## src/crc16_stuffed_frame_encoder_macros.svh

```systemverilog
// ----------------------------------------------------------------------------
// Assertion macros for the CRC-16 stuffed frame encoder
// Shorthand for clocked assertions with a synchronous reset disable.
// ----------------------------------------------------------------------------
`ifndef CRC16_STUFFED_FRAME_ENCODER_MACROS_SVH
`define CRC16_STUFFED_FRAME_ENCODER_MACROS_SVH

// same-cycle implication
`define CRCSFE_ASSERT_SAME(label, clk, rst, ante, cons) \
   label: assert property (@(posedge clk) disable iff (rst) (ante) |-> (cons)) \
      else $error("crcsfe: same-cycle check failed");

// next-cycle implication
`define CRCSFE_ASSERT_NEXT(label, clk, rst, ante, cons) \
   label: assert property (@(posedge clk) disable iff (rst) (ante) |=> (cons)) \
      else $error("crcsfe: next-cycle check failed");

`endif

```

## src/crcsfe_pkg.sv

```systemverilog
// ----------------------------------------------------------------------------
// crcsfe_pkg
// Shared types, register codes and the CRC-16 byte update.
// ----------------------------------------------------------------------------
`default_nettype none

package crcsfe_pkg;

   // default depth of the job queue between front and back
   localparam int QUEUE_DEPTH_DEF = 4;

   localparam logic [15:0] CRC_POLY = 16'h1021;

   // configuration register indexes
   localparam logic [1:0] CSR_START_MARKER = 2'd0;
   localparam logic [1:0] CSR_END_MARKER   = 2'd1;
   localparam logic [1:0] CSR_STOP_MARKER  = 2'd2;

   // one classified payload byte, as handed from front to back
   typedef struct packed {
      logic        has_start;   // frame opens with this byte
      logic [7:0]  data;
      logic        data_dbl;    // byte equals the start or end marker, send twice
      logic        last;        // trailer follows
      logic [15:0] crc;         // CRC after this byte
      logic        crc_lo_dbl;
      logic        crc_hi_dbl;
   } job_type;

   // queue status toward front and back
   typedef struct packed {
      logic full;
      logic empty;
   } queue_status_type;

   // back sequencer phases
   typedef enum logic [3:0] {
      PH_START,
      PH_DATA,
      PH_DATA2,
      PH_CRCL,
      PH_CRCL2,
      PH_CRCH,
      PH_CRCH2,
      PH_END,
      PH_STOP
   } phase_type;

   // CRC-16, MSB first, one byte
   function automatic logic [15:0] crc16_update(input logic [15:0] crc,
                                                input logic [7:0]  b);
      logic [15:0] c;
      c = crc ^ {b, 8'h00};
      for (int i = 0; i < 8; i++) begin
         if (c[15]) begin
            c = {c[14:0], 1'b0} ^ CRC_POLY;
         end else begin
            c = {c[14:0], 1'b0};
         end
      end
      return c;
   endfunction

endpackage

`default_nettype wire

```

## src/crcsfe_front.sv

```systemverilog
// ----------------------------------------------------------------------------
// crcsfe_front
// Accepts payload words, runs the CRC and classifies each byte into a job.
// ----------------------------------------------------------------------------
`default_nettype none

module crcsfe_front
   import crcsfe_pkg::*;
(
   input  wire logic             clock,
   input  wire logic             reset,
   input  wire logic             req_tvalid,
   output      logic             req_tready,
   input  wire logic [7:0]       req_tdata,    // [7:0] data_byte
   input  wire logic             req_tlast,    // frame_last
   input  wire logic [7:0]       start_marker,
   input  wire logic [7:0]       end_marker,
   input  wire queue_status_type q_status,
   output      logic             push,
   output      job_type          push_job
);

   logic        inside_ff, inside_in;
   logic [15:0] crc_ff, crc_in;
   logic [15:0] crc_new;

   assign req_tready = !q_status.full;
   assign push       = req_tvalid && req_tready;

   // CRC restarts at zero on the first byte of a frame
   assign crc_new = crc16_update(inside_ff ? crc_ff : 16'h0000, req_tdata);

   // classify the byte
   always_comb begin
      push_job.has_start  = !inside_ff;
      push_job.data       = req_tdata;
      push_job.data_dbl   = (req_tdata == start_marker) || (req_tdata == end_marker);
      push_job.last       = req_tlast;
      push_job.crc        = crc_new;
      push_job.crc_lo_dbl = (crc_new[7:0] == start_marker) ||
                            (crc_new[7:0] == end_marker);
      push_job.crc_hi_dbl = (crc_new[15:8] == start_marker) ||
                            (crc_new[15:8] == end_marker);
   end

   // frame state
   always_comb begin
      inside_in = inside_ff;
      crc_in    = crc_ff;
      if (push) begin
         inside_in = !req_tlast;
         crc_in    = req_tlast ? 16'h0000 : crc_new;
      end
   end

   always_ff @(posedge clock) begin
      if (reset) begin
         inside_ff <= 1'b0;
         crc_ff    <= 16'h0000;
      end else begin
         inside_ff <= inside_in;
         crc_ff    <= crc_in;
      end
   end

endmodule

`default_nettype wire

```

## src/crcsfe_queue.sv

```systemverilog
// ----------------------------------------------------------------------------
// crcsfe_queue
// Short job queue that decouples the front from the back sequencer.
// ----------------------------------------------------------------------------
`default_nettype none

module crcsfe_queue
   import crcsfe_pkg::*;
#(
   parameter int QUEUE_DEPTH = QUEUE_DEPTH_DEF
) (
   input  wire logic      clock,
   input  wire logic      reset,
   input  wire logic      push,
   input  wire job_type   push_job,
   input  wire logic      pop,
   output      job_type   head,
   output queue_status_type q_status
);

   localparam int PTR_W = (QUEUE_DEPTH > 1) ? $clog2(QUEUE_DEPTH) : 1;
   localparam int CNT_W = $clog2(QUEUE_DEPTH + 1);

   job_type            mem_ff [QUEUE_DEPTH];
   logic [PTR_W-1:0]   wr_ptr_ff, wr_ptr_in;
   logic [PTR_W-1:0]   rd_ptr_ff, rd_ptr_in;
   logic [CNT_W-1:0]   count_ff, count_in;

   assign head           = mem_ff[rd_ptr_ff];
   assign q_status.full  = (count_ff == CNT_W'(QUEUE_DEPTH));
   assign q_status.empty = (count_ff == '0);

   // pointer and count update
   always_comb begin
      wr_ptr_in = wr_ptr_ff;
      rd_ptr_in = rd_ptr_ff;
      count_in  = count_ff;
      if (push) begin
         wr_ptr_in = (wr_ptr_ff == PTR_W'(QUEUE_DEPTH - 1)) ? '0 : wr_ptr_ff + 1'b1;
      end
      if (pop) begin
         rd_ptr_in = (rd_ptr_ff == PTR_W'(QUEUE_DEPTH - 1)) ? '0 : rd_ptr_ff + 1'b1;
      end
      if (push && !pop) begin
         count_in = count_ff + 1'b1;
      end else if (pop && !push) begin
         count_in = count_ff - 1'b1;
      end
   end

   always_ff @(posedge clock) begin
      if (reset) begin
         wr_ptr_ff <= '0;
         rd_ptr_ff <= '0;
         count_ff  <= '0;
      end else begin
         wr_ptr_ff <= wr_ptr_in;
         rd_ptr_ff <= rd_ptr_in;
         count_ff  <= count_in;
      end
   end

   // storage, no reset
   always_ff @(posedge clock) begin
      if (push) begin
         mem_ff[wr_ptr_ff] <= push_job;
      end
   end

endmodule

`default_nettype wire

```

## src/crcsfe_back.sv

```systemverilog
// ----------------------------------------------------------------------------
// crcsfe_back
// Sequencer that expands each job into stuffed output words.
// ----------------------------------------------------------------------------
`default_nettype none
`include "crc16_stuffed_frame_encoder_macros.svh"

module crcsfe_back
   import crcsfe_pkg::*;
(
   input  wire logic             clock,
   input  wire logic             reset,
   input  wire logic [7:0]       start_marker,
   input  wire logic [7:0]       end_marker,
   input  wire logic [7:0]       stop_marker,
   input  wire job_type          head,
   input  wire queue_status_type q_status,
   output      logic             pop,
   output      logic             rsp_tvalid,
   input  wire logic             rsp_tready,
   output      logic [7:0]       rsp_tdata,    // [7:0] out_byte
   output      logic             rsp_tlast,    // run_last
   output      logic             rsp_tuser     // frame_done
);

   logic       active_ff, active_in;
   phase_type  phase_ff, phase_in;
   phase_type  cur_phase, next_phase;
   logic       emit;
   logic       final_c;
   logic [7:0] byte_c;

   logic       valid_ff, valid_in;
   logic [7:0] data_ff, data_in;
   logic       last_ff, last_in;
   logic       done_ff, done_in;

   // phase of the word to send for the head job
   always_comb begin
      if (active_ff) begin
         cur_phase = phase_ff;
      end else begin
         cur_phase = head.has_start ? PH_START : PH_DATA;
      end
   end

   // next state
   always_comb begin
      case (cur_phase)
         PH_START: next_phase = PH_DATA;
         PH_DATA:  next_phase = head.data_dbl ? PH_DATA2 : PH_CRCL;
         PH_DATA2: next_phase = PH_CRCL;
         PH_CRCL:  next_phase = head.crc_lo_dbl ? PH_CRCL2 : PH_CRCH;
         PH_CRCL2: next_phase = PH_CRCH;
         PH_CRCH:  next_phase = head.crc_hi_dbl ? PH_CRCH2 : PH_END;
         PH_CRCH2: next_phase = PH_END;
         PH_END:   next_phase = PH_STOP;
         PH_STOP:  next_phase = PH_DATA;
         default:  next_phase = PH_DATA;
      endcase
   end

   // outputs: byte to send and whether it ends this job
   always_comb begin
      case (cur_phase)
         PH_START: begin
            byte_c  = start_marker;
            final_c = 1'b0;
         end
         PH_DATA: begin
            byte_c  = head.data;
            final_c = !head.last && !head.data_dbl;
         end
         PH_DATA2: begin
            byte_c  = head.data;
            final_c = !head.last;
         end
         PH_CRCL, PH_CRCL2: begin
            byte_c  = head.crc[7:0];
            final_c = 1'b0;
         end
         PH_CRCH, PH_CRCH2: begin
            byte_c  = head.crc[15:8];
            final_c = 1'b0;
         end
         PH_END: begin
            byte_c  = end_marker;
            final_c = 1'b0;
         end
         PH_STOP: begin
            byte_c  = stop_marker;
            final_c = 1'b1;
         end
         default: begin
            byte_c  = head.data;
            final_c = 1'b1;
         end
      endcase
   end

   // one word per cycle whenever a job is queued and the output register can take it
   assign emit = !q_status.empty && (!valid_ff || rsp_tready);
   assign pop  = emit && final_c;

   always_comb begin
      active_in = active_ff;
      phase_in  = phase_ff;
      valid_in  = valid_ff && !rsp_tready;
      data_in   = data_ff;
      last_in   = last_ff;
      done_in   = done_ff;
      if (emit) begin
         active_in = !final_c;
         phase_in  = next_phase;
         valid_in  = 1'b1;
         data_in   = byte_c;
         last_in   = final_c;
         done_in   = (cur_phase == PH_STOP);
      end
   end

   always_ff @(posedge clock) begin
      if (reset) begin
         active_ff <= 1'b0;
         phase_ff  <= PH_DATA;
         valid_ff  <= 1'b0;
      end else begin
         active_ff <= active_in;
         phase_ff  <= phase_in;
         valid_ff  <= valid_in;
      end
   end

   // output payload, no reset
   always_ff @(posedge clock) begin
      data_ff <= data_in;
      last_ff <= last_in;
      done_ff <= done_in;
   end

   assign rsp_tvalid = valid_ff;
   assign rsp_tdata  = data_ff;
   assign rsp_tlast  = last_ff;
   assign rsp_tuser  = done_ff;

   // checks
   `CRCSFE_ASSERT_SAME(a_done_is_last, clock, reset, rsp_tvalid && rsp_tuser, rsp_tlast)
   `CRCSFE_ASSERT_SAME(a_active_has_job, clock, reset, active_ff, !q_status.empty)
   `CRCSFE_ASSERT_NEXT(a_stop_ends_job, clock, reset, emit && (cur_phase == PH_STOP),
                       !active_ff)

endmodule

`default_nettype wire

```

## src/crc16_stuffed_frame_encoder.sv

```systemverilog
// Path: an accepted payload word is written into a QUEUE_DEPTH job queue that
// lets input run on; its first output word is then registered onto rsp_tdata.
// Output: one word per cycle from the back sequencer while a job is queued
// and the output register is free; a payload word yields one word, two if
// doubled, more with start and trailer (up to 9 for a single-byte frame).
// Reset: synchronous, active high; clears markers, CRC, frame state and queue.
// ----------------------------------------------------------------------------
// crc16_stuffed_frame_encoder
// Byte-stuffed framing with a CRC-16 trailer and start, end and stop markers.
// ----------------------------------------------------------------------------
`default_nettype none

module crc16_stuffed_frame_encoder
   import crcsfe_pkg::*;
#(
   parameter int QUEUE_DEPTH = QUEUE_DEPTH_DEF
) (
   input  wire logic       clock,
   input  wire logic       reset,
   // payload words
   input  wire logic       req_tvalid,
   output      logic       req_tready,
   input  wire logic [7:0] req_tdata,    // [7:0] data_byte
   input  wire logic       req_tlast,    // frame_last
   // framed stream
   output      logic       rsp_tvalid,
   input  wire logic       rsp_tready,
   output      logic [7:0] rsp_tdata,    // [7:0] out_byte
   output      logic       rsp_tlast,    // run_last
   output      logic       rsp_tuser,    // [0] frame_done
   // register writes
   input  wire logic       csr_valid,
   output      logic       csr_ready,
   input  wire logic [1:0] csr_index,
   input  wire logic [7:0] csr_wdata
);

   logic [7:0] start_ff, start_in;
   logic [7:0] end_ff, end_in;
   logic [7:0] stop_ff, stop_in;

   logic             push, pop;
   job_type          push_job, head;
   queue_status_type q_status;

   // marker registers
   assign csr_ready = 1'b1;

   always_comb begin
      start_in = start_ff;
      end_in   = end_ff;
      stop_in  = stop_ff;
      if (csr_valid) begin
         case (csr_index)
            CSR_START_MARKER: start_in = csr_wdata;
            CSR_END_MARKER:   end_in   = csr_wdata;
            CSR_STOP_MARKER:  stop_in  = csr_wdata;
            default: ;
         endcase
      end
   end

   always_ff @(posedge clock) begin
      if (reset) begin
         start_ff <= 8'h00;
         end_ff   <= 8'h00;
         stop_ff  <= 8'h00;
      end else begin
         start_ff <= start_in;
         end_ff   <= end_in;
         stop_ff  <= stop_in;
      end
   end

   crcsfe_front u_front (
      .clock        (clock),
      .reset        (reset),
      .req_tvalid   (req_tvalid),
      .req_tready   (req_tready),
      .req_tdata    (req_tdata),
      .req_tlast    (req_tlast),
      .start_marker (start_ff),
      .end_marker   (end_ff),
      .q_status     (q_status),
      .push         (push),
      .push_job     (push_job)
   );

   crcsfe_queue #(
      .QUEUE_DEPTH (QUEUE_DEPTH)
   ) u_queue (
      .clock    (clock),
      .reset    (reset),
      .push     (push),
      .push_job (push_job),
      .pop      (pop),
      .head     (head),
      .q_status (q_status)
   );

   crcsfe_back u_back (
      .clock        (clock),
      .reset        (reset),
      .start_marker (start_ff),
      .end_marker   (end_ff),
      .stop_marker  (stop_ff),
      .head         (head),
      .q_status     (q_status),
      .pop          (pop),
      .rsp_tvalid   (rsp_tvalid),
      .rsp_tready   (rsp_tready),
      .rsp_tdata    (rsp_tdata),
      .rsp_tlast    (rsp_tlast),
      .rsp_tuser    (rsp_tuser)
   );

endmodule

`default_nettype wire
```

## config.mk

```make
export PLATFORM = sky130hd
export DESIGN_NAME = crc16_stuffed_frame_encoder
export DESIGN_NICKNAME = d
export VERILOG_FILES = /design/src/crcsfe_pkg.sv /design/src/crcsfe_front.sv /design/src/crcsfe_queue.sv /design/src/crcsfe_back.sv /design/src/crc16_stuffed_frame_encoder.sv
export VERILOG_INCLUDE_DIRS = /design/src /design/src/src
export SDC_FILE = /design/constraint.sdc
export NUM_CORES = 1
export LEC_CHECK = 0
export BUFFER_PORTS_ARGS = -buffer_cell sky130_fd_sc_hd__buf_2
export CORE_MARGIN = 2
export CORE_UTILIZATION = 40
export CTS_BUF_LIST = sky130_fd_sc_hd__clkbuf_2 sky130_fd_sc_hd__clkbuf_4 sky130_fd_sc_hd__clkbuf_8
export CTS_CLUSTER_SIZE = 16
export DETAILED_ROUTE_END_ITERATION = 8
export PLACE_DENSITY = 0.67
export SLEW_MARGIN = 5
export SYNTH_ARGS = -nofsm -noshare
export SYNTH_HDL_FRONTEND = slang
export SYNTH_SLANG_ARGS = --single-unit
```

## constraint.sdc

```tcl
create_clock -name clock -period 8.65 [get_ports clock]
set_clock_uncertainty 0.05 [all_clocks]
set_input_delay 2.595 -clock clock [delete_from_list [all_inputs] [get_ports clock]]
set_output_delay 2.595 -clock clock [all_outputs]
set_load 0.1 [all_outputs]
```

# After elaboration in Yosys (flattened, before gate mapping)
# Memories as Yosys holds them, arrays and structs flattened. A register that Yosys moved wholly into a read port is not among the register bits.
# Cells that the tools add are included.
dict set report totals {
  register_bits 64
  ram_bits 116
  in_bits 24
  out_inout_bits 13
  elab_cells 106
  n_memories 1
}
dict set report classes {
  n_addsub 4
  eq_ne 19
  muxes 27
  bitwise 9
  n_reduce_logical 32
}
# name depth word_bits rd rd_ports_with_merged_regs wr line
set mem_list {}
lappend mem_list {u_queue.mem_ff 4 29 1 1 1 crcsfe_queue.sv:24} ;# job_type mem_ff [QUEUE_DEPTH];
# operator count
set ops {}
lappend ops {{2-to-1 mux 13 bit} 8}
lappend ops {{== test 8 bit} 6}
lappend ops {{one-hot mux 8 bit (5 select lines)} 1}
lappend ops {{2-to-1 mux 16 bit} 2}
lappend ops {{one-hot mux 4 bit (7 select lines)} 1}
lappend ops {{NOT 3 bit} 8}
lappend ops {{== test 4 x 3 -> 1 bit, second input constant} 4}
lappend ops {{bitwise XOR 16 bit} 1}
lappend ops {{zero test 1 bit} 11}
lappend ops {{== test 4 x 2 -> 1 bit, second input constant} 2}
lappend ops {{2-to-1 mux 2 bit} 4}
lappend ops {{logical AND 1 bit} 7}
lappend ops {{2-to-1 mux 1 bit} 7}
lappend ops {{== test 2 bit, second input constant} 3}
lappend ops {{2-to-1 mux 3 bit} 2}
lappend ops {{AND reduction 2 bit} 3}
lappend ops {{OR reduction 6 bit} 1}
lappend ops {{adder 2 x 1 -> 2 bit, second input constant} 2}
lappend ops {{== test 4 x 1 -> 1 bit, second input constant} 1}
lappend ops {{== test 4 bit, second input constant} 1}
lappend ops {{zero test 4 bit} 1}
lappend ops {{logical OR 1 bit} 4}
lappend ops {{2-to-1 mux 4 bit} 1}
lappend ops {{OR reduction 2 bit} 2}
lappend ops {{8 further kinds} 8}

# Logic depth before layout (Yosys ltp)
# Gate-level depths: netlist of the first run.
dict set report logic_depth {
  ltp_word 20
  ltp_mapped 12
  depth_no_buf 11
}

# Hierarchy
# From an unflattened synthesis of the first run, not the netlist that was laid out.
dict set report unflattened {
  hier_cells 648
  area_unflattened_um2 9051.2
}
# mod n_inst cells_each area_per_inst_um2 seq_area_each_um2
set modules_own_cells {}
lappend modules_own_cells {crcsfe_queue 1 195 4633.2 3663.5}
lappend modules_own_cells {crcsfe_front 1 237 2187.1 340.3}
lappend modules_own_cells {crcsfe_back 1 123 1219.9 420.4}
lappend modules_own_cells {crc16_stuffed_frame_encoder 1 93 1011.0 480.5}

# Least setup slack after synthesis of the first run
# OpenSTA, ideal clock, no wires.
dict set report synth_path {
  path_kind {input -> register}
  start {input req_tdata[5]}
  end {memory u_queue.mem_ff[0][0] in the netlist's numbering (data pin)}
  setup_ns 0.219
  arrival_time_ns 4.424
  t_required_ns 8.381
  path_slack_ns 3.957
  stages 6
  path_buffers 1
  path_cell_list {buf_2 -> xnor2_2 -> xnor3_1 -> or4_1 -> or4_1 -> o31ai_1}
}
# element line
set synth_lines {}
lappend synth_lines {{start: declaration} crc16_stuffed_frame_encoder.sv:23} ;# input wire logic [7:0] req_tdata,
lappend synth_lines {{end: declaration} crcsfe_queue.sv:24}

==> results_dict.tcl, run 1 <==
set metrics [dict create \
    ctsHoldBuffers 0 \
    avgSynthCellArea_um2 13.8 \
    wl_mm 19.1 \
    rows 52 \
    num_vias 5052 \
    die_height_um 149 \
    antenna_found_initial 0 \
    fmax_ghz 0.216 \
    finalCritPeriodShare 0.534 \
    grt_max_degree 56 \
    dr.pass1.iters 5 \
    critical_path_required_ns 8.77 \
    drc_errors 0 \
    slew_viol_final 0 \
    io_buffer_count 35 \
    slew_headroom 0.277 \
    io_pins 37 \
    layout_commonest_cell "edfxtp_1" \
    use_met3 0.0276 \
    ys_ff_latch 182 \
    peakVddDrop_mv 0.0805 \
    yosysUniqueCellTypes 58 \
    globalplace.congestion 0.862 \
    drive_above_1_share 0.179 \
    cts-root-buf "clkbuf_8" \
    ys_seq_area_frac 0.586 \
    synthFlopType "edfxtp_1" \
    n_antenna_cell 0 \
    holdWs_ns 0.434 \
    grt.met1_usage 0.245 \
    fin_nets 665 \
    die-area_um2 22100 \
    overflow 0 \
    coreArea_um2 20400 \
    initial_core_util 0.411 \
    min_period_ns 4.62 \
    ctsResizeCount 0 \
    leakagePower_nw 3.25 \
    ant_nets 0 \
    clock_path_buffers 2 \
    die_w_um 149 \
    gr-usage-all-layers 0.181 \
    h-tree-depth 4 \
    hold_viol_final 0 \
    drt-initial-drc-count 565 \
    grt_pass1_wl_mm 29.3 \
    use_met2 0.300 \
    place_area_um2 8770 \
    synth-warning-count 0 \
    area_delta_synth_final_pct 9.56 \
    clk_pin_slew_ns 0.10 \
    place_inst 885 \
    synth-async-reset-ratio 0 \
    path_class "input pin to flop" \
    status "completed" \
    grt_busiest_layer "met2" \
    cts.sinks 182 \
    clock_latency_ns 0.48 \
    grt_pass1_vias 4905 \
    synthesis.nets 638 \
    rsz0062_at_grt "false" \
    final_cell_mix "edfxtp_1, nor2_1, dfxtp_1" \
    min_path_type "flop to flop" \
    path_max_fanout 10 \
    post-cts-setup-buffers 0 \
    dp_hpwl_mm 13.0 \
    routedWlPerCell_um 20.8 \
    maxCapViolations 0 \
    tightest_slew_ns 1.08 \
    syn-cell-area_um2 8370 \
    final_area_um2 9180 \
    setup_tns_ns 0 \
    finalSetupViolCount 0 \
    netlist_instances 607 \
    startpoint_type "input pin" \
    synth_edf_count 126 \
    end_kind "flop" \
    p_per_area_nw_per_um2 263 \
    arrival_ns 4.74 \
    viasPerCell 5.51 \
    finalNonFillerCells 917 \
    tritoncts "yes" \
    cts_buffers 17 \
]
[critical path, stage by stage]
cell	delay, ns
buf_2	0.18
xnor2_1	0.43
xnor3_1	0.56
xor2_1	0.16
nand3_1	0.09
o41ai_1	0.72
[flip-flops by register name, summed over array words and instances (netlist names), named ones only]
signal	count
u_queue.mem_ff	116
u_front.crc_ff	16
end_ff	8
start_ff	8
stop_ff	8
u_back.rsp_tdata	8
u_back.phase_ff	4
u_queue.count_ff	3
u_queue.rd_ptr_ff	2
u_queue.wr_ptr_ff	2
u_back.active_ff	1
u_back.rsp_tlast	1
u_back.rsp_tuser	1
u_back.rsp_tvalid	1
u_front.inside_ff	1
[layout make-up]
| class | count | area [um2] |
|---|---|---|
| Timing Repair Buffer | 42 | 228 |
| Multi-Input combinational cell | 376 | 3250 |
| Sequential cell | 182 | 4910 |
| Clock inverter | 13 | 145 |
| Clock buffer | 19 | 255 |
| Tap cell | 270 | 338 |
| Fill cell | 1774 | 11200 |
| Inverter | 15 | 56.3 |
[Yosys cell counts, types with 3 or more instances]
master      n  area [um2]
a22oi_1    15         113
xnor2_1    41         359
nand4_1    14        87.6
and3_1      5        31.3
nand2_1    39         146
a21oi_1    17        85.1
mux2i_1    28         280
a222oi_1    8        80.1
nand3b_1    3        22.5
clkbuf_1   19        71.3
ha_1        6        75.1
xnor3_1     9         203
buf_4       4        30.0
dfxtp_1    56        1120
nor4_1      3        18.8
buf_1       3        11.3
edfxtp_1  126        3780
xor2_1     21         184
buf_2       5        25.0
nor3_1      7        35.0
mux4_2     29         653
nor2_1     62         233
o21ai_0     8        40.0
nand2b_1   18         113
inv_1      14        52.6
[final timing paths]
path,slack [ns],cells past startpoint,startpoint,end
hold reg to reg,0.43,2,u_back.rsp_tvalid$_SDFF_PP0_,u_back.rsp_tvalid$_SDFF_PP0_
hold / removal,0.43,2,u_back.rsp_tvalid$_SDFF_PP0_,u_back.rsp_tvalid$_SDFF_PP0_
setup reg to reg,5.17,12,flop,u_queue.count_ff[2]$_SDFFE_PP0P_
setup / recovery,4.03,6,req_tdata[4],u_queue.mem_ff[0][1]$_DFFE_PP_
[where the power goes]
part           total, mW  switching [mW]  internal [mW]
registers           1.13          0.0582           1.07
clock network      0.571           0.301          0.270
logic              0.715           0.498          0.217
[logic make-up after synthesis]
logic type,share of synthesized area
XOR/XNOR,0.115
multiplexers,0.113
buffers and inverters,0.0272
AO/OA/AOI/OAI,0.0533
AND/OR/NAND/NOR,0.0935
other,0.000448
flip-flops,0.586
adder cells (fa/ha/maj),0.0114
[per-layer routing]
layer | vias to the layer above | part of all wire | routed length [um]
li1 | 2302 | - | -
met1 | 2574 | 0.44 | 8360
met2 | 157 | 0.49 | 9410
met3 | 19 | 0.055 | 1040
met4 | 0 | 0.013 | 257
met5 | - | 0 | 0
[per-stage QoR]
step | setup slack (ns) | utilization | total power [mW]
6_report | 4.03 | 0.451 | 2.41
5_1_grt | 3.96 | 0.451 | 2.52
4_1_cts | 4.07 | 0.451 | 2.43
3_5_place_dp | 3.58 | 0.431 | 1.86
3_3_place_gp | 3.71 | 0.431 | 1.84
2_1_floorplan | 3.96 | - | 1.69
Note: power is estimated with default switching activity, not from simulation.
==> run 2, diff against run 1 <==
Settings changed: ABC_AREA from default to 1.
Clock period 8.65 ns to 4.7 ns, I/O delays scaled along.
==> results_dict.tcl, run 2 <==
set metrics [dict create \
    status "completed" \
    netlist_instances 934 \
    tightest_slew_ns 1.12 \
    grt_pass1_wl_mm 33.0 \
    overflow 0 \
    maxCapViolations 0 \
    num_vias 6551 \
    wl_mm 21.1 \
    area_delta_synth_final_pct 9.57 \
    final_core_util 0.446 \
    fmax_ghz 0.320 \
    post-cts-setup-buffers 0 \
    die-area_um2 22600 \
    use_met3 0.0415 \
    coreArea_um2 21000 \
    io_buffer_count 35 \
    startpoint_type "flop" \
    dr.pass1.iters 5 \
    hold_start "stop_ff[1]$_SDFFE_PP0P_" \
    finalSetupViolCount 0 \
    drt-initial-drc-count 603 \
    path_class "flop to flop" \
    multi_input_area_um2 3180 \
    largest_register_ffs 116 \
    n_antenna_cell 0 \
    synth_top_area_cell "edfxtp_1" \
    io_pins 37 \
    synthesis.nets 965 \
    routedWlPerCell_um 16.9 \
    yosysMostFrequentCell "nand2_1" \
    h-tree-depth 4 \
    finalCritPeriodShare 0.664 \
    grt.met1_usage 0.267 \
    place_area_um2 9010 \
    synth-warning-count 0 \
    use_met2 0.313 \
    drive_above_1_share 0.135 \
    synthFlopType "edfxtp_1" \
    synth_edf_count 126 \
    crit_top_cell "nand3_1" \
    ys_seq_area_frac 0.573 \
    hold_viol_final 0 \
    die_w_um 150 \
    regMostFlops "u_queue.mem_ff" \
    critPathMaxStageDelay_ns 0.60 \
    yosysUniqueCellTypes 34 \
    grt_max_degree 39 \
    slew_headroom 0.253 \
    antenna_found_initial 0 \
    path_max_fanout 25 \
    clock_path_buffers 2 \
    avgSynthCellArea_um2 9.16 \
    cts_buffers 17 \
    final_cell_mix "nand2_1, edfxtp_1, nor2_1" \
    arrival_ns 3.42 \
    min_path_type "flop to flop" \
    tritoncts "yes" \
    end_kind "flop" \
    ant_nets 0 \
    drc_errors 0 \
    ctsHoldBuffers 0 \
    ff_latch_area_um2 4910 \
    ys_ff_latch 182 \
    critical_path_required_ns 5.00 \
    synth-async-reset-ratio 0 \
    ctsResizeCount 0 \
    crit_chain "inv_2 > nand2_1 > nand3_1 > nand3_1 > nand2_2 > nand4_1 > nand3_1 > nand2_1 > ha_1 > inv_1 > fa_1 > a21oi_1 > o21ai_0 > o21ai_0 > a21oi_1" \
    fin_nets 996 \
    rows 53 \
    slew_viol_final 0 \
    reg.largest.list "u_queue.mem_ff x116, u_front.crc_ff x16" \
    dp_hpwl_mm 14.5 \
    die_height_um 150 \
    ys_top_cells_by_area "edfxtp_1, dfxtp_1, nand2_1" \
    grt_pass1_vias 5993 \
    leakagePower_nw 3.65 \
    syn-cell-area_um2 8550 \
    totalPowerFinal_mw 4.86 \
    viasPerCell 5.23 \
    initial_core_util 0.407 \
    setup_tns_ns 0 \
    final_area_um2 9370 \
    peakVddDrop_mv 0.194 \
    layout_commonest_cell "nand2_1" \
    synth_top_area_frac 0.442 \
    netlist_top_cells_count "nand2_1, edfxtp_1, nor2_1" \
    p_per_area_nw_per_um2 518 \
    slowest_stage "dfxtp_2" \
    clk_pin_slew_ns 0.09 \
    rsz0062_at_grt "false" \
    globalplace.congestion 0.970 \
    cts-root-buf "clkbuf_8" \
    grt_busiest_layer "met2" \
    min_period_ns 3.12 \
    cts.sinks 182 \
    filler_cell_count 1964 \
    gr-usage-all-layers 0.195 \
    clock_latency_ns 0.46 \
]
run 2: kinds of logic after synthesis:
family,Yosys count,synth area share
DFF,182,0.573
adders and majority gates,7,0.0111
buffers and inverters,122,0.0566
other,1,0.000438
and+or+nand+nor,424,0.225
AOI/OAI and AO/OA,169,0.104
xor gates and xnor gates,29,0.0297
run 2: metal layers:
metal  vias to the layer above  share of wire
met1                      3084           0.46
met5                         -              0
li1                       3199              -
met3                        30          0.057
met2                       238           0.47
met4                         0          0.017
run 2: layout make-up:
cell class,count,area share
Clock inverter,11,0.0111
Tap cell,275,0.0367
Inverter,89,0.0356
Clock buffer,20,0.0274
Multi-Input combinational cell,630,0.339
Timing Repair Buffer,45,0.0267
Sequential cell,182,0.523
run 2: stage by stage:
stage | hold WS (ns) | setup WS, ns | cells
4_1_cts | 0.402 | 1.59 | 1252
5_1_grt | 0.421 | 1.20 | 1252
3_3_place_gp | 0.383 | 1.47 | 1221
6_report | 0.402 | 1.58 | 1252
2_1_floorplan | 0.373 | 1.17 | 934
3_5_place_dp | 0.388 | 1.46 | 1221
run 2: power by group:
group          internal (mW)  switching (mW)  total (mW)
combinational          0.408            1.35        1.76
clock                  0.435           0.551       0.986
sequential              1.99           0.120        2.11
run 2: critical path: cells and delay by family (launching register included):
kind / cells / cell delay [ns]
buffers and inverters: 2 / 0.36
AO/OA/AOI/OAI: 4 / 0.46
AND/OR/NAND/NOR: 7 / 1.01
flip-flops: 1 / 0.60
adder cells (fa/ha/maj): 2 / 0.53
run 2: final timing paths:
check                                           to  slack (ns)  cells after the start
setup / recovery  u_queue.count_ff[2]$_SDFFE_PP0P_        1.58                     15
hold / removal             stop_ff[1]$_SDFFE_PP0P_        0.40                      2
setup reg to reg  u_queue.count_ff[2]$_SDFFE_PP0P_        1.58                     15
hold reg to reg            stop_ff[1]$_SDFFE_PP0P_        0.40                      2
==> run 3, diff against run 2 <==
Clock period 4.7 ns to 2.9 ns, I/O delays scaled along.
==> results_dict.tcl, run 3 (synthesis results as in run 2) <==
set metrics [dict create \
    antenna_found_initial 0 \
    initial_core_util 0.407 \
    top_layer "met4" \
    regMostFlops "u_queue.mem_ff" \
    coreArea_um2 21000 \
    overflow 0 \
    wl_mm 22.6 \
    dp_hpwl_mm 15.7 \
    fin_nets 1007 \
    num_vias 6656 \
    die-area_um2 22600 \
    final.setup.worst_slack_ns 0.310 \
    hold_viol_final 0 \
    cts-root-buf "clkbuf_8" \
    slew_headroom 0.421 \
    die_w_um 150 \
    startpoint_type "flop" \
    status "completed" \
    layout_commonest_cell "nand2_1" \
    cts.sinks 182 \
    arrival_ns 2.74 \
    ant_nets 0 \
    grt_pass1_wl_mm 34.9 \
    dr.pass1.iters 5 \
    drc_errors 0 \
    maxCapViolations 0 \
    final_core_util 0.457 \
    met3_length_mm 1.50 \
    drt-initial-drc-count 769 \
    reg.largest.list "u_queue.mem_ff x116, u_front.crc_ff x16" \
    path_max_fanout 10 \
    setup_tns_ns 0 \
    finalCritPeriodShare 0.893 \
    tightest_slew_ns 0.867 \
    h-tree-depth 4 \
    clock_path_buffers 2 \
    drive_above_1_share 0.147 \
    finalSetupViolCount 0 \
    fmax_ghz 0.386 \
    post-cts-setup-buffers 0 \
    r2r_setup_slack_ns 0.31 \
    area_delta_synth_final_pct 12.2 \
    rsz0062_at_grt "false" \
    slew_viol_final 0 \
    tritoncts "yes" \
    place_area_um2 9150 \
    critical_path_required_ns 3.05 \
    ctsHoldBuffers 0 \
    rows 53 \
    viasPerCell 5.27 \
    wl_met1_mm 10.1 \
    min_period_ns 2.59 \
    final_area_um2 9600 \
    p_per_area_nw_per_um2 868 \
    pre_cts_ws_ns 0.288 \
    gr-usage-all-layers 0.208 \
    wl_met2_mm 10.5 \
    totalPowerFinal_mw 8.33 \
    die_height_um 150 \
    io_pins 37 \
    min_path_type "flop to flop" \
    leakagePower_nw 3.78 \
    io_buffer_count 35 \
    clock_latency_ns 0.48 \
    globalplace.congestion 1.04 \
    clk_pin_slew_ns 0.09 \
    grt_pass1_vias 6145 \
    n_antenna_cell 0 \
    cts_buffers 17 \
    routedWlPerCell_um 17.9 \
    filler_cell_count 1995 \
    final_cell_mix "nand2_1, edfxtp_1, nor2_1" \
    peakVddDrop_mv 0.369 \
    grt_max_degree 32 \
    path_class "flop to flop" \
    end_kind "flop" \
    ctsResizeCount 0 \
    largest_register_ffs 116 \
]
## run 3: cell types whose count changed in the layout (fill, tap and decap cells not counted), moves of 2 or more
cell,previous run,this run
clkinv_4,0,2
clkinvlp_4,6,1
buf_12,0,4
inv_6,1,6
buf_4,10,17
clkbuf_4,3,0
bufinv_16,1,4
## run 3: worst paths after layout
| kind | start | end | depth (start not counted) |
|---|---|---|---|
| worst max-delay path | u_front.inside_ff$_SDFFE_PP0P_ | u_queue.mem_ff[0][0]$_DFFE_PP_ | 13 |
| worst min-delay path | stop_ff[0]$_SDFFE_PP0P_ | stop_ff[0]$_SDFFE_PP0P_ | 2 |
| worst max register to register | u_front.inside_ff$_SDFFE_PP0P_ | u_queue.mem_ff[0][0]$_DFFE_PP_ | 13 |
| worst min register to register | stop_ff[0]$_SDFFE_PP0P_ | stop_ff[0]$_SDFFE_PP0P_ | 2 |
## run 3: layer usage
layer / global-route usage / up-vias
li1: - / 3225
met1: 0.285 / 3140
met2: 0.332 / 257
met3: 0.0394 / 34
met4: 0.0726 / 0
met5: 0 / -
## run 3: power by group
group          internal, mW  switching (mW)
clock network         0.963           0.973
logic                 0.724            2.26
registers              3.23           0.184
## run 3: critical path, stage by stage, from the launching register on
cell,delay (ns)
dfxtp_1,0.74
nand2_1,0.23
inv_1,0.16
nand2_1,0.08
nand2_2,0.15
nand2_1,0.11
nand2_4,0.14
nand2_1,0.11
nand2_2,0.14
nand2_1,0.06
nand2_1,0.08
nor2_1,0.05
nand3_1,0.07
nand2_1,0.13
## run 3: metrics by stage
step	cells	hold slack, ns
6_report	1264	0.398
5_1_grt	1264	0.426
4_1_cts	1264	0.400
3_5_place_dp	1232	0.386
3_3_place_gp	1232	0.381
2_1_floorplan	934	0.373
## run 3: final cells by class
class / instances / area (um2) / area share
repair buffers: 56 / 383 / 0.0399
clock buffers: 17 / 234 / 0.0244
multi-input cells: 630 / 3180 / 0.331
inverters: 89 / 334 / 0.0348
clock inverters: 15 / 219 / 0.0228
well taps: 275 / 344 / 0.0358
flip-flops and latches: 182 / 4910 / 0.511
